$ cat config.mk
export PLATFORM = sky130hd
export DESIGN_NAME = character_lcd_controller
export DESIGN_NICKNAME = d
export VERILOG_FILES = /design/src/hw/rtl/clc_pkg.sv /design/src/hw/rtl/character_lcd_controller.sv /design/src/hw/rtl/clc_front.sv /design/src/hw/rtl/clc_queue.sv /design/src/hw/rtl/clc_back.sv
export SDC_FILE = /design/constraint.sdc
export NUM_CORES = 1
export LEC_CHECK = 0
export ABC_AREA = 1
export BUFFER_PORTS_ARGS = -buffer_cell sky130_fd_sc_hd__buf_2
export CAP_MARGIN = 20
export CELL_PAD_IN_SITES_DETAIL_PLACEMENT = 1
export CELL_PAD_IN_SITES_GLOBAL_PLACEMENT = 1
export CORE_MARGIN = 3
export CORE_UTILIZATION = 46
export DETAILED_ROUTE_END_ITERATION = 7
export HOLD_SLACK_MARGIN = 0.08
export PLACE_DENSITY = 0.84
export SETUP_SLACK_MARGIN = 0.2
export SYNTH_ARGS = -nofsm -noshare
export SYNTH_HDL_FRONTEND = slang
export SYNTH_HIERARCHICAL = 1
export SYNTH_SLANG_ARGS = --single-unit
$ cat constraint.sdc
create_clock -name aclk -period 3.7 [get_ports aclk]
set_clock_uncertainty 0.15 [all_clocks]
set_input_delay 0.74 -clock aclk [delete_from_list [all_inputs] [get_ports aclk]]
set_output_delay 0.74 -clock aclk [all_outputs]
set_load 0.005 [all_outputs]
$ cat src/hw/rtl/clc_pkg.sv
// Shared types and constants for the character display controller.
package clc_pkg;

    // Default grid size.
    localparam int ROWS_DEF = 4;
    localparam int COLS_DEF = 20;

    // Depth of the queue between the front and the back.
    localparam int QDEPTH = 2;
    localparam int QPTR_W = (QDEPTH > 1) ? $clog2(QDEPTH) : 1;
    localparam int QCNT_W = $clog2(QDEPTH + 1);

    // Character codes.
    localparam logic [6:0] SPACE_CHAR  = 7'h20;
    localparam logic [6:0] LAST_PRINT  = 7'h7E;

    // Control bytes of a bus write pair.
    localparam logic [7:0] CTRL_COMMAND = 8'h80;
    localparam logic [7:0] CTRL_DATA    = 8'h40;

    // Command codes.
    localparam logic [7:0] CMD_CLEAR      = 8'h01;
    localparam logic [7:0] CMD_HOME       = 8'h02;
    localparam logic [4:0] CMD_FLAGS_HIGH = 5'b00001;

    // Transaction kinds on the input side.
    typedef enum logic [1:0] {
        MODE_WRITE  = 2'd0,
        MODE_STATUS = 2'd1,
        MODE_READ   = 2'd2,
        MODE_UNUSED = 2'd3
    } mode_t;

    // Result kinds on the output side.
    typedef enum logic [2:0] {
        OUT_COMMAND = 3'd0,
        OUT_CHAR    = 3'd1,
        OUT_IGNORED = 3'd2,
        OUT_STATUS  = 3'd3,
        OUT_CELL    = 3'd4
    } outcome_t;

    // Operations handed from the front to the back.
    typedef enum logic [3:0] {
        OP_CLEAR  = 4'd0,
        OP_HOME   = 4'd1,
        OP_ADDR   = 4'd2,
        OP_FLAGS  = 4'd3,
        OP_NOP    = 4'd4,
        OP_CHAR   = 4'd5,
        OP_REPORT = 4'd6,
        OP_READ   = 4'd7
    } op_kind_t;

    // One classified operation.
    typedef struct packed {
        op_kind_t   kind;
        outcome_t   outcome;
        logic [7:0] data;
        logic [1:0] read_row;
        logic [4:0] read_col;
    } op_t;

endpackage

$ cat src/hw/rtl/character_lcd_controller.sv
// Character display controller top level: front, operation queue and back.
// The back end handles each transaction in an IDLE state, which pops it, updates the cursor
// state and accesses the character store, then a FINISH state, which loads the output
// register once the output is free; no new transaction is taken until that load.
// Synchronous active-low reset homes the cursor, sets the display flag, clears the other
// flags, and marks every cell blank at once through per-cell valid bits.
module character_lcd_controller #(
    parameter int ROWS = clc_pkg::ROWS_DEF,
    parameter int COLS = clc_pkg::COLS_DEF
) (
    input  logic        aclk,
    input  logic        aresetn,
    input  logic        s_tvalid,
    output logic        s_tready,
    input  logic [23:0] s_tdata,   // ctrl byte, write byte, read row, read column
    input  logic [1:0]  s_tuser,   // mode
    output logic        m_tvalid,
    input  logic        m_tready,
    output logic [23:0] m_tdata,   // display address, cell character, cursor row,
                                   // cursor column, display on, cursor visible,
                                   // blink on
    output logic [2:0]  m_tuser    // outcome
);

    clc_pkg::op_t push_op;
    clc_pkg::op_t pop_op;
    logic         q_push, q_pop, q_full, q_empty;

    clc_front u_front (
        .s_tvalid (s_tvalid),
        .s_tready (s_tready),
        .s_tdata  (s_tdata),
        .s_tuser  (s_tuser),
        .q_full   (q_full),
        .q_push   (q_push),
        .q_op     (push_op)
    );

    clc_queue u_queue (
        .aclk    (aclk),
        .aresetn (aresetn),
        .push    (q_push),
        .push_op (push_op),
        .pop     (q_pop),
        .pop_op  (pop_op),
        .full    (q_full),
        .empty   (q_empty)
    );

    clc_back #(
        .ROWS (ROWS),
        .COLS (COLS)
    ) u_back (
        .aclk     (aclk),
        .aresetn  (aresetn),
        .q_empty  (q_empty),
        .q_op     (pop_op),
        .q_pop    (q_pop),
        .m_tvalid (m_tvalid),
        .m_tready (m_tready),
        .m_tdata  (m_tdata),
        .m_tuser  (m_tuser)
    );

    // The back end works on one operation at a time.
    a_single_pop: assert property (@(posedge aclk) disable iff (!aresetn)
        q_pop |=> !q_pop)
        else $error("back end popped two operations in a row");

    // The queue is never both full and empty.
    a_queue_count: assert property (@(posedge aclk) disable iff (!aresetn)
        !(q_full && q_empty))
        else $error("queue reports full and empty together");

    // A result carries a defined outcome code.
    a_outcome_range: assert property (@(posedge aclk) disable iff (!aresetn)
        m_tvalid |-> (m_tuser <= 3'(clc_pkg::OUT_CELL)))
        else $error("result outcome code out of range");

    // A cell read returns a printable character or a space.
    a_cell_printable: assert property (@(posedge aclk) disable iff (!aresetn)
        (m_tvalid && m_tuser == 3'(clc_pkg::OUT_CELL)) |->
        (m_tdata[13:7] >= clc_pkg::SPACE_CHAR && m_tdata[13:7] <= clc_pkg::LAST_PRINT))
        else $error("cell read returned a non-printable character");

endmodule

$ cat src/hw/rtl/clc_front.sv
// Front end: accepts input transactions and classifies them into operations.
module clc_front (
    input  logic             s_tvalid,
    output logic             s_tready,
    input  logic [23:0]      s_tdata,   // ctrl byte, write byte, read row, read column
    input  logic [1:0]       s_tuser,   // mode
    input  logic             q_full,
    output logic             q_push,
    output clc_pkg::op_t     q_op
);

    logic [7:0] ctrl;
    logic [7:0] data;

    assign ctrl = s_tdata[7:0];
    assign data = s_tdata[15:8];

    // Accept whenever the queue has room.
    assign s_tready = !q_full;
    assign q_push   = s_tvalid && !q_full;

    // Decode the mode and bytes into one operation.
    always_comb begin
        q_op.data     = data;
        q_op.read_row = s_tdata[17:16];
        q_op.read_col = s_tdata[22:18];
        q_op.kind     = clc_pkg::OP_REPORT;
        q_op.outcome  = clc_pkg::OUT_IGNORED;
        unique case (clc_pkg::mode_t'(s_tuser))
            clc_pkg::MODE_WRITE: begin
                if (ctrl == clc_pkg::CTRL_COMMAND) begin
                    q_op.outcome = clc_pkg::OUT_COMMAND;
                    if (data == clc_pkg::CMD_CLEAR) begin
                        q_op.kind = clc_pkg::OP_CLEAR;
                    end else if (data == clc_pkg::CMD_HOME) begin
                        q_op.kind = clc_pkg::OP_HOME;
                    end else if (data[7]) begin
                        q_op.kind = clc_pkg::OP_ADDR;
                    end else if (data[7:3] == clc_pkg::CMD_FLAGS_HIGH) begin
                        q_op.kind = clc_pkg::OP_FLAGS;
                    end else begin
                        q_op.kind = clc_pkg::OP_NOP;
                    end
                end else if (ctrl == clc_pkg::CTRL_DATA) begin
                    q_op.kind    = clc_pkg::OP_CHAR;
                    q_op.outcome = clc_pkg::OUT_CHAR;
                end
            end
            clc_pkg::MODE_STATUS: begin
                q_op.outcome = clc_pkg::OUT_STATUS;
            end
            clc_pkg::MODE_READ: begin
                q_op.kind    = clc_pkg::OP_READ;
                q_op.outcome = clc_pkg::OUT_CELL;
            end
            default: begin
                q_op.kind    = clc_pkg::OP_REPORT;
                q_op.outcome = clc_pkg::OUT_IGNORED;
            end
        endcase
    end

endmodule

$ cat src/hw/rtl/clc_queue.sv
// Short operation queue between the front and the back.
module clc_queue (
    input  logic         aclk,
    input  logic         aresetn,
    input  logic         push,
    input  clc_pkg::op_t push_op,
    input  logic         pop,
    output clc_pkg::op_t pop_op,
    output logic         full,
    output logic         empty
);

    clc_pkg::op_t                entry_reg [clc_pkg::QDEPTH];
    logic [clc_pkg::QPTR_W-1:0]  wr_ptr_reg, wr_ptr_next;
    logic [clc_pkg::QPTR_W-1:0]  rd_ptr_reg, rd_ptr_next;
    logic [clc_pkg::QCNT_W-1:0]  count_reg, count_next;

    assign full   = (count_reg == clc_pkg::QCNT_W'(clc_pkg::QDEPTH));
    assign empty  = (count_reg == '0);
    assign pop_op = entry_reg[rd_ptr_reg];

    // Pointer and fill count update.
    always_comb begin
        wr_ptr_next = wr_ptr_reg;
        rd_ptr_next = rd_ptr_reg;
        count_next  = count_reg;
        if (push) begin
            wr_ptr_next = (wr_ptr_reg == clc_pkg::QPTR_W'(clc_pkg::QDEPTH - 1)) ?
                          '0 : wr_ptr_reg + 1'b1;
        end
        if (pop) begin
            rd_ptr_next = (rd_ptr_reg == clc_pkg::QPTR_W'(clc_pkg::QDEPTH - 1)) ?
                          '0 : rd_ptr_reg + 1'b1;
        end
        if (push && !pop) begin
            count_next = count_reg + 1'b1;
        end else if (pop && !push) begin
            count_next = count_reg - 1'b1;
        end
    end

    always_ff @(posedge aclk) begin
        if (!aresetn) begin
            wr_ptr_reg <= '0;
            rd_ptr_reg <= '0;
            count_reg  <= '0;
        end else begin
            wr_ptr_reg <= wr_ptr_next;
            rd_ptr_reg <= rd_ptr_next;
            count_reg  <= count_next;
        end
    end

    // Entry storage.
    always_ff @(posedge aclk) begin
        if (push) begin
            entry_reg[wr_ptr_reg] <= push_op;
        end
    end

endmodule

$ cat src/hw/rtl/clc_back.sv
// Back end: carries out operations on the character store and cursor state.
module clc_back #(
    parameter int ROWS = clc_pkg::ROWS_DEF,
    parameter int COLS = clc_pkg::COLS_DEF
) (
    input  logic         aclk,
    input  logic         aresetn,
    input  logic         q_empty,
    input  clc_pkg::op_t q_op,
    output logic         q_pop,
    output logic         m_tvalid,
    input  logic         m_tready,
    output logic [23:0]  m_tdata,
    output logic [2:0]   m_tuser
);

    localparam int CELLS = ROWS * COLS;
    localparam int AW    = (CELLS > 1) ? $clog2(CELLS) : 1;
    localparam logic [2:0] ROWS_L = 3'(ROWS);
    localparam logic [5:0] COLS_L = 6'(COLS);
    localparam logic [1:0] ROW_MAX = 2'(ROWS - 1);
    localparam logic [4:0] COL_MAX = 5'(COLS - 1);

    typedef enum logic [1:0] {
        ST_IDLE   = 2'b01,
        ST_FINISH = 2'b10
    } state_t;

    state_t             state_reg, state_next;
    clc_pkg::op_t       op_reg, op_next;
    logic [6:0]         addr_reg, addr_next;
    logic [1:0]         row_reg, row_next;
    logic [4:0]         col_reg, col_next;
    logic               disp_reg, disp_next;
    logic               curs_reg, curs_next;
    logic               blink_reg, blink_next;
    logic [CELLS-1:0]   valid_reg, valid_next;

    logic [6:0]         mem [CELLS];
    logic [6:0]         rd_data_reg;
    logic               rd_valid_reg;
    logic               mem_we, mem_re;
    logic [AW-1:0]      mem_waddr, mem_raddr;
    logic [6:0]         mem_wdata;

    logic               m_valid_reg, m_valid_next;
    logic [23:0]        m_data_reg, m_data_next;
    logic [2:0]         m_user_reg, m_user_next;

    logic               out_free;
    logic [1:0]         rd_row_sat, cmd_row_sat;
    logic [4:0]         rd_col_sat, cmd_col_sat;
    logic [5:0]         col_inc;
    logic [2:0]         row_inc;
    logic [6:0]         cell_char;

    assign m_tvalid = m_valid_reg;
    assign m_tdata  = m_data_reg;
    assign m_tuser  = m_user_reg;
    assign out_free = !m_valid_reg || m_tready;
    assign q_pop    = (state_reg == ST_IDLE) && !q_empty;

    // Saturate read and command coordinates to the grid.
    assign rd_row_sat  = ({1'b0, q_op.read_row} >= ROWS_L) ? ROW_MAX : q_op.read_row;
    assign rd_col_sat  = ({1'b0, q_op.read_col} >= COLS_L) ? COL_MAX : q_op.read_col;
    assign cmd_row_sat = ({1'b0, q_op.data[6:5]} >= ROWS_L) ? ROW_MAX : q_op.data[6:5];
    assign cmd_col_sat = ({1'b0, q_op.data[4:0]} >= COLS_L) ? COL_MAX : q_op.data[4:0];

    assign col_inc = {1'b0, col_reg} + 6'd1;
    assign row_inc = {1'b0, row_reg} + 3'd1;

    // Memory port selection for the operation being popped.
    always_comb begin
        mem_we    = q_pop && (q_op.kind == clc_pkg::OP_CHAR);
        mem_re    = q_pop && (q_op.kind == clc_pkg::OP_READ);
        mem_waddr = AW'(int'(row_reg) * COLS + int'(col_reg));
        mem_raddr = AW'(int'(rd_row_sat) * COLS + int'(rd_col_sat));
        if (q_op.data[6:0] >= clc_pkg::SPACE_CHAR && q_op.data[6:0] <= clc_pkg::LAST_PRINT
            && !q_op.data[7]) begin
            mem_wdata = q_op.data[6:0];
        end else begin
            mem_wdata = clc_pkg::SPACE_CHAR;
        end
    end

    // Cursor, address and flag updates when an operation is popped.
    always_comb begin
        op_next    = op_reg;
        addr_next  = addr_reg;
        row_next   = row_reg;
        col_next   = col_reg;
        disp_next  = disp_reg;
        curs_next  = curs_reg;
        blink_next = blink_reg;
        valid_next = valid_reg;
        if (q_pop) begin
            op_next = q_op;
            case (q_op.kind)
                clc_pkg::OP_CLEAR: begin
                    valid_next = '0;
                    addr_next  = '0;
                    row_next   = '0;
                    col_next   = '0;
                end
                clc_pkg::OP_HOME: begin
                    addr_next = '0;
                    row_next  = '0;
                    col_next  = '0;
                end
                clc_pkg::OP_ADDR: begin
                    addr_next = q_op.data[6:0];
                    row_next  = cmd_row_sat;
                    col_next  = cmd_col_sat;
                end
                clc_pkg::OP_FLAGS: begin
                    disp_next  = q_op.data[2];
                    curs_next  = q_op.data[1];
                    blink_next = q_op.data[0];
                end
                clc_pkg::OP_CHAR: begin
                    valid_next[mem_waddr] = 1'b1;
                    if (col_inc >= COLS_L) begin
                        col_next = '0;
                        row_next = (row_inc >= ROWS_L) ? 2'd0 : row_inc[1:0];
                    end else begin
                        col_next = col_inc[4:0];
                    end
                    addr_next = {row_next, col_next};
                end
                default: begin
                end
            endcase
        end
    end

    // Sequencer and output register.
    always_comb begin
        state_next   = state_reg;
        m_valid_next = m_valid_reg;
        m_data_next  = m_data_reg;
        m_user_next  = m_user_reg;
        if (m_tready) begin
            m_valid_next = 1'b0;
        end
        cell_char = (op_reg.kind == clc_pkg::OP_READ) ?
                    (rd_valid_reg ? rd_data_reg : clc_pkg::SPACE_CHAR) : 7'd0;
        unique case (state_reg)
            ST_IDLE: begin
                if (q_pop) begin
                    state_next = ST_FINISH;
                end
            end
            ST_FINISH: begin
                if (out_free) begin
                    m_valid_next = 1'b1;
                    m_user_next  = op_reg.outcome;
                    m_data_next  = {blink_reg, curs_reg, disp_reg, col_reg, row_reg,
                                    cell_char, addr_reg};
                    state_next   = ST_IDLE;
                end
            end
            default: begin
                state_next = ST_IDLE;
            end
        endcase
    end

    always_ff @(posedge aclk) begin
        if (!aresetn) begin
            state_reg   <= ST_IDLE;
            addr_reg    <= '0;
            row_reg     <= '0;
            col_reg     <= '0;
            disp_reg    <= 1'b1;
            curs_reg    <= 1'b0;
            blink_reg   <= 1'b0;
            valid_reg   <= '0;
            m_valid_reg <= 1'b0;
        end else begin
            state_reg   <= state_next;
            addr_reg    <= addr_next;
            row_reg     <= row_next;
            col_reg     <= col_next;
            disp_reg    <= disp_next;
            curs_reg    <= curs_next;
            blink_reg   <= blink_next;
            valid_reg   <= valid_next;
            m_valid_reg <= m_valid_next;
        end
    end

    // Payload registers.
    always_ff @(posedge aclk) begin
        op_reg     <= op_next;
        m_data_reg <= m_data_next;
        m_user_reg <= m_user_next;
    end

    // Character store: one write or one registered read per operation.
    always_ff @(posedge aclk) begin
        if (mem_we) begin
            mem[mem_waddr] <= mem_wdata;
        end
        if (mem_re) begin
            rd_data_reg  <= mem[mem_raddr];
            rd_valid_reg <= valid_reg[mem_raddr];
        end
    end

endmodule
==> impl_metrics.csv <==
group,metric,value,unit
worst_setup_path,crit_chain,"mux2_2 -> nor2_1 -> ha_4 -> inv_1 -> fa_2 -> inv_1 -> buf_12 -> nand3_1 -> nand3_1 -> nand3_1 -> nand2_1 -> nand2_1 -> nand2_1",
global_route,antenna_found_initial,0,
global_route,grt_pass1_wl,154000,um
power_and_ir_drop,pwr-share-clk,26.9,%
clock_network,h-tree-depth,3,
drt,vias,24500,
layout,drive_gt1_share,12.91,%
synth,yosys.area.top_type,"edfxtp_1",
clock_network,clockBufferDepth,3,
placement,gp_congestion,0.8526,
worst_setup_path,cp-start-kind,"register",
drt,routed_wl,101700,um
timing,relSlewSlack,36.68,%
layout,layout_commonest_cell,"edfxtp_1",
layout,largest_register_ffs,560,
drt,drt_iter0_markers,2523,
hold_path,hold_end,"u_queue/entry_reg[0][6]$_DFFE_PP_",
worst_setup_path,max_stage_delay,0.58,ns
clock_network,cts_hold_buf,0,
worst_setup_path,cp.arrival,3.68,ns
layout,final_cell_mix,"644 x edfxtp_1, 543 x nand2_1, 542 x nand3_1",
layout,diodes,0,
synth,synth.distinct_cells,45,
placement,placement.io_buffers,57,
clock_network,clk-insertion-delay-late,0.66,ns
power_and_ir_drop,finalPower,29630,uW
worst_setup_path,path_class,"reg2reg",
power_and_ir_drop,internal_power,17720,uW
synth,syn_area,0.03279,mm2
timing,fmax,0.2911,GHz
timing,period_share,92.83,%
clock_network,cts-root-buf,"clkbuf_16",
drt,drt-pass1-iter-count,7,
job,maxCapViolations,0,
timing,worst_pin_slew,0.9487,ns
hold_path,hold_class,"in2reg",
worst_setup_path,r2r_slack,0.27,ns
power_and_ir_drop,p_leak,0.01475,uW
clock_network,cts_sinks,747,
worst_setup_path,cp_slowest_cell,"fa_2",
synth,synthesis.nets,3179,
placement,dp.cells,4067,
floorplan,core-area,0.07027,mm2
clock_network,cts_inserted_buffers,77,
layout,synthToLayoutAreaGrowth,13.70,%
floorplan,ios,59,
timing,rsz0062_at_grt,"no",
floorplan,row_count,97,
synth,syn_inst,3136,
timing,setup_viol,0,
synth,synth.avg_cell_area,10.45,um2
clock_network,clkSlewWorstSetupHoldPaths,0.07,ns
drt,wl_per_cell,24.15,um
hold_path,hold_depth,1,
clock_network,postCtsSetupBuffers,0,
status,status,"completed",
synth,ys_seq_area_share,65.27,%
worst_setup_path,cp_max_fo,40,
global_route,grt_pass1_vias,25830,
worst_setup_path,cp_num_buf_inv,3,
drt,drc,0,
floorplan,die_y,273.0,um
synth,synth_top_cell_area_share,58.98,%
synth,ys_ff_latch,747,
synth,synth-main-ff-cell,"edfxtp_1",
floorplan,die_w,273.0,um
synth,async_flop_share,0,%
global_route,grt_overflow,0,
power_and_ir_drop,power.density,794.9,mW/mm2
drt,routed_via_density,5.821,
worst_setup_path,required,3.94,ns
synth,yosys-top-cells-area,"edfxtp_1 59%, nand3_1 8.3%, dfxtp_1 6.3%, nand2_1 6.2%, inv_1 5.2%",
power_and_ir_drop,power_frac_seq,34.5,%
worst_setup_path,reg2reg_depth,13,
worst_setup_path,path_delay_family,"simple AND/OR/NAND/NOR gates",
placement,dpl.hpwl,60470,um
power_and_ir_drop,comb_power_share,38.6,%
hold_path,hold_start,"s_tdata[17]",
synth,synth_edf_count,644,
synth,yosysWarnings,6,
timing,hold_viol_final,0,
worst_setup_path,cp-end-kind,"register",
global_route,gr-usage-all-layers,27.15,%
layout,final_cells,4209,
power_and_ir_drop,p_sw_share,40.21,%
power_and_ir_drop,ir_drop,761.9,uV
global_route,grt_max_degree,126,
timing,min_period,3.435,ns
timing,whs,0.1395,ns
clock_network,tritoncts,"built",
worst_setup_path,r2r-end,"u_back/rd_data_reg[1]$_DFFE_PP_",
power_and_ir_drop,switchingPower,11920,uW
timing,tns,0,ns
layout,nets,3249,
floorplan,die_area,0.07452,mm2
drt,ant_nets,0,
floorplan,start_util,46.66,%
timing,finalMaxSlewViolations,0,
==> through the flow <==
stage	cell area [um2]	setup WS (ns)	utilization, %
6_report	37280	0.2651	53.05
5_1_grt	37280	0.2345	53.05
4_1_cts	37250	0.2097	53.01
3_5_place_dp	34660	0.2150	49.32
3_3_place_gp	34640	0.3285	49.29
2_1_floorplan	32790	-0.2476	-
==> power by group through the flow <==
stage | registers [uW] | logic, uW | clock network (uW)
final | 10200 | 11400 | 7970
after global routing | 10200 | 12100 | 8420
after CTS | 10200 | 11200 | 8080
after detailed placement | 10400 | 11100 | 0
after global placement | 10400 | 10600 | 0
after floorplan | 10400 | 6450 | 0
==> worst register-to-register path, stage by stage, from the launching register on <==
cell	delay, ns
dfxtp_2	0.41
mux2_2	0.42
nor2_1	0.22
ha_4	0.17
inv_1	0.05
fa_2	0.58
inv_1	0.09
buf_12	0.21
nand3_1	0.15
nand3_1	0.19
nand3_1	0.24
nand2_1	0.09
nand2_1	0.15
nand2_1	0.08
==> Yosys cell counts (24+ instances only) <==
cell      instances
edfxtp_1        644
dfxtp_1         103
nor2_1          191
inv_1           450
or2_2            47
clkbuf_1         56
buf_1            24
nand3b_1         86
buf_4            30
buf_2            76
nand3_1         542
o211ai_1         59
o21ai_0          46
nand2_1         543
a21oi_1          86
==> timing repair <==
item | CTS | global route
setup endpoints to repair | 1 | 125
endpoints found under the hold margin | 0 | 0
gates resized for setup | 1 | 8
pin swaps | 0 | 0
==> how the worst max path moves through the flow <==
stage               slack [ns]                               to  cells after the start                      startpoint
floorplan                -0.25       u_back/mem[0][0]$_DFFE_PP_                      7                        register
global placement          0.33  u_back/rd_data_reg[1]$_DFFE_PP_                     14                        register
detailed placement        0.22  u_back/rd_data_reg[1]$_DFFE_PP_                     14                        register
CTS                       0.21      u_back/mem[46][6]$_DFFE_PP_                     13                        register
global route              0.23      u_back/mem[41][4]$_DFFE_PP_                     12  u_back/col_reg[4]$_SDFFE_PN0P_
finish                    0.27  u_back/rd_data_reg[1]$_DFFE_PP_                     13                        register
==> layer usage <==
metal | vias to the layer above | GRT usage [%] | routed length, um
li1 | 10690 | - | -
met1 | 12310 | 34.40 | 39630
met2 | 1193 | 45.39 | 49270
met3 | 310 | 4.311 | 7642
met4 | 0 | 13.61 | 5120
met5 | - | 0 | 0
==> kinds of logic after synthesis <==
family                   Yosys count  synth area share [%]
multiplexers                      22                0.7556
XOR/XNOR                           6                0.1603
flip-flops                       747                 65.27
AO/OA/AOI/OAI                    246                 4.637
buffers and inverters            658                 8.235
other                              1               0.01144
adder cells (fa/ha/maj)           13                0.5419
AND/OR/NAND/NOR                 1443                 20.39
==> layout make-up <==
| cell class | count | area (um2) |
|---|---|---|
| Timing Repair Buffer | 180 | 1529 |
| Clock inverter | 44 | 523.0 |
| Tap cell | 940 | 1176 |
| Fill cell | 7515 | 32990 |
| Sequential cell | 747 | 21400 |
| Inverter | 469 | 1779 |
| Clock buffer | 98 | 2066 |
| Multi-Input combinational cell | 1731 | 8802 |
Power figures use the tool's default switching activity.
